### config.mk
export PLATFORM = sky130hd
export DESIGN_NAME = dfrm_ctrl
export DESIGN_NICKNAME = d
export VERILOG_FILES = /design/src/rtl/dfrm_pkg.sv /design/src/rtl/dfrm_ctrl.sv
export SDC_FILE = /design/constraint.sdc
export NUM_CORES = 1
export LEC_CHECK = 0
export BUFFER_PORTS_ARGS = -buffer_cell sky130_fd_sc_hd__buf_4
export CORE_AREA = 2 2 39 41
export DETAILED_ROUTE_END_ITERATION = 10
export DIE_AREA = 0 0 41 43
export HOLD_SLACK_MARGIN = 0.02
export SYNTH_ARGS = -nofsm -noshare
export SYNTH_HDL_FRONTEND = slang
export SYNTH_SLANG_ARGS = --single-unit
### constraint.sdc
create_clock -name clk -period 2.6 [get_ports clk]
set_input_delay 0.78 -clock clk [delete_from_list [all_inputs] [get_ports clk]]
set_output_delay 0.78 -clock clk [all_outputs]
set_load 0.03 [all_outputs]
### src/rtl/dfrm_pkg.sv
// Shared constants, codes and controller/datapath interface types for the
// resampling mixer. No dependencies.

package dfrm_pkg;

  localparam int DEPTH          = 1024;
  localparam int STEP_FRAC_BITS = 16;

  localparam int SAMPLE_W = 16;
  localparam int STEP_W   = 20;
  localparam int FILL_W   = 33;

  localparam logic [STEP_W-1:0] READ_STEP_RESET = 20'd65536;
  localparam logic [FILL_W-1:0] FILL_TOP        = 33'h0_FFFF_FFFF;

  // item kinds carried on tuser
  localparam logic FUNC_PUSH = 1'b0;
  localparam logic FUNC_MIX  = 1'b1;

  typedef struct packed {
    logic clear_step;  // write one zero row of the sweep
    logic push;        // store a sample, bump index and count
    logic mix_start;   // latch mix inputs, launch pair read
    logic mix_finish;  // load output register, update position and count
  } cmd_t;

  typedef struct packed {
    logic clear_last;  // sweep is on its last row
    logic out_free;    // output register can take a result this cycle
  } status_t;

endpackage

### src/rtl/dfrm_ctrl.sv
// Controller FSM: clear sweep after reset, item dispatch, mix completion.
// Depends on dfrm_pkg.

module dfrm_ctrl (
  input  logic               clk,
  input  logic               rst,
  input  logic               in_valid,
  input  logic               in_func,
  output logic               in_ready,
  input  dfrm_pkg::status_t  status,
  output dfrm_pkg::cmd_t     cmd
);

  localparam logic [1:0] ST_CLEAR = 2'd0;
  localparam logic [1:0] ST_IDLE  = 2'd1;
  localparam logic [1:0] ST_MIX   = 2'd2;

  logic [1:0] state;
  logic [1:0] state_next;

  assign in_ready = (state == ST_IDLE);

  always_comb begin
    cmd            = '0;
    cmd.clear_step = (state == ST_CLEAR);
    cmd.push       = in_ready && in_valid && (in_func == dfrm_pkg::FUNC_PUSH);
    cmd.mix_start  = in_ready && in_valid && (in_func == dfrm_pkg::FUNC_MIX);
    cmd.mix_finish = (state == ST_MIX) && status.out_free;
  end

  always_comb begin
    state_next = state;
    unique case (state)
      ST_CLEAR: begin
        if (status.clear_last) state_next = ST_IDLE;
      end
      ST_IDLE: begin
        if (cmd.mix_start) state_next = ST_MIX;
      end
      ST_MIX: begin
        if (cmd.mix_finish) state_next = ST_IDLE;
      end
      default: state_next = ST_CLEAR;
    endcase
  end

  always_ff @(posedge clk) begin
    if (rst) begin
      state <= ST_CLEAR;
    end else begin
      state <= state_next;
    end
  end

endmodule

==> reports/qor.csv <==
metric,value,unit
status,"finished, final reports clean",
Total Neg Setup Slack,0,ps
first drt pass iteration count,2,
Via-to-Cell Ratio,3.46,
core footprint,0.00138,mm2
Die X,41,um
final instance area,241,um2
pre-CTS setup slack,555,ps
H-tree levels,1,
CP endpoint,cmd[1],
Die Span Y,43,um
layout cells sized above 1,56.0,%
area of placed instances,219,um2
startpoint class of the critical path,input pin,
crit path max fanout,3,
Max Freq,0.489,GHz
DRC,0,
Final Setup Violations,0,
initial core utilization,8.95,%
diode count,0,
"commonest non-fill, non-tap cell in the layout",buf_4,
first-pass GRT wire length,476,um
reg2reg start,state[1]$_SDFFE_PP0P_,
"Req. time, crit path",1820,ps
# resized after CTS,0,
CP Capture Type,primary output,
warnings from Yosys,0,
slew margin rel.,86.0,%
number of global-route vias before repair,125,
worst path arrival time,1260,ps
CTS tree,yes,
WS Path Type,in2out,
most flop-heavy register,state,
synth-to-layout area growth,94.9,%
Setup Skew,2.82,ps
num rows,14,
CTS root buf,clkbuf_4,
fin. max-slew vios,0,
Multi-input gate area,83.8,um2
cell area after synthesis,124,um2
worst r2r dst,state[1]$_SDFFE_PP0P_,
"commonest cells after routing, fill and taps aside","buf_4 (10), clkbuf_4 (3), dfxtp_1 (2)",
hold-fix buffers at CTS,0,
actual slew at the worst max-slew pin,210,ps
DP HPWL,239,um
Largest register FFs,2,
post-route minimum period,2040,ps
Storage cell area,40.0,um2
Max Cap Viol,0,
Unique masters post-synth,11,
Mapped Cells,12,
Final Net Count,33,
Worst R2R Path Depth,2,
Syn Area/Cell,10.3,um2
wire per inst,7.59,um
Iter 0 DRT Violations,1,
Die Area,0.00176,mm2
beginning of the critical path,in_func,
GRT overflow,0,
leakage,0.123,nW
Hold Path Depth,1,
Final WS setup,555,ps
hold crit path type,reg2reg,
Clock Path Buffers,2,
WHS,555,ps
Tcrit/Tclk final,78.6,%
"Seq/Total Area, Yosys",32.3,%
Filler Cell Count,157,
Pwr Density,602,mW/mm2
setup repair after global routing missed its margin,no,
post-route ant nets,0,
# IOs,11,
r2r setup slk,1640,ps
final hold vios,0,
VDD IR max,0.187,mV
I/O Buffers,10,
Layout Utilization,17.5,%
Worst-Skew Late Latency,220,ps
biggest regs,state (2),
Vias,142,
"Clk pin slew, worst setup/hold paths",30,ps
global placer's final weighted congestion,0.481,
initial antenna violation count,0,
TritonCTS Buffers,3,
Synth Register Bits,2,
clock sink count,2,
final WL,311,um
pin count of the biggest net entering global routing,8,
Post-CTS Setup Bufs,0,
Overall Global Routing Usage,4.90,%
Syn Nets,18,
[worst max-delay path, cell delays in order]
cell	delay [ps]
buf_4	110
and4b_1	200
buf_4	170
[report_power, final]
group | switching [mW] | internal, mW
sequential | 0.00369 | 0.0338
combinational | 0.0209 | 0.0193
clock | 0.0168 | 0.0509
[per-layer routing]
metal	vias up	wire length (um)	track usage, %
met5	-	0	0
met2	5	126	4.69
met1	60	134	4.14
li1	75	-	-
met4	0	6	6.00
met3	2	44	6.28
[worst min-delay path by stage]
stage | start | endpoint | slack [ps]
global placement | state[0]$_SDFFE_PP0P_ | state[0]$_SDFFE_PP0P_ | 570
finish | state[0]$_SDFFE_PP0P_ | state[0]$_SDFFE_PP0P_ | 550
detailed placement | state[0]$_SDFFE_PP0P_ | state[0]$_SDFFE_PP0P_ | 550
CTS | state[0]$_SDFFE_PP0P_ | state[0]$_SDFFE_PP0P_ | 550
global route | state[0]$_SDFFE_PP0P_ | state[0]$_SDFFE_PP0P_ | 580
floorplan | state[0]$_SDFFE_PP0P_ | state[0]$_SDFFE_PP0P_ | 510
[Yosys cell counts, drive strengths merged]
| cell type | number | share of area [%] |
|---|---|---|
| nor2b | 1 | 5.1 |
| nor3b | 1 | 6.1 |
| or3b | 1 | 7.1 |
| dfxtp | 2 | 32 |
| o32ai | 1 | 7.1 |
| and4b | 1 | 8.1 |
| nor2 | 1 | 3.0 |
| o21ba | 1 | 8.1 |
| mux2i | 1 | 8.1 |
| and3b | 2 | 15 |
[final cells by class]
class / instances / share of cell area (%)
timing repair buffer: 10 / 31.1
multi-input combinational: 10 / 34.7
clock buffer: 3 / 9.33
tap: 16 / 8.29
sequential: 2 / 16.6
[cell families (layout without fill, tap and decap cells)]
kind of cell | after synthesis | after routing | synth area share, %
AOI/OAI and AO/OA | 2 | 2 | 15.2
buffers and inverters | 0 | 13 | 0
DFF | 2 | 2 | 32.3
and+or+nand+nor | 7 | 7 | 44.5
muxes | 1 | 1 | 8.08
[stage by stage]
step	total power [mW]	cells
after floorplan	0.0603	12
after global placement	0.0788	38
after detailed placement	0.0784	38
after CTS	0.150	41
after global routing	0.158	41
final	0.145	41
Note: power is estimated with default switching activity, not from simulation.
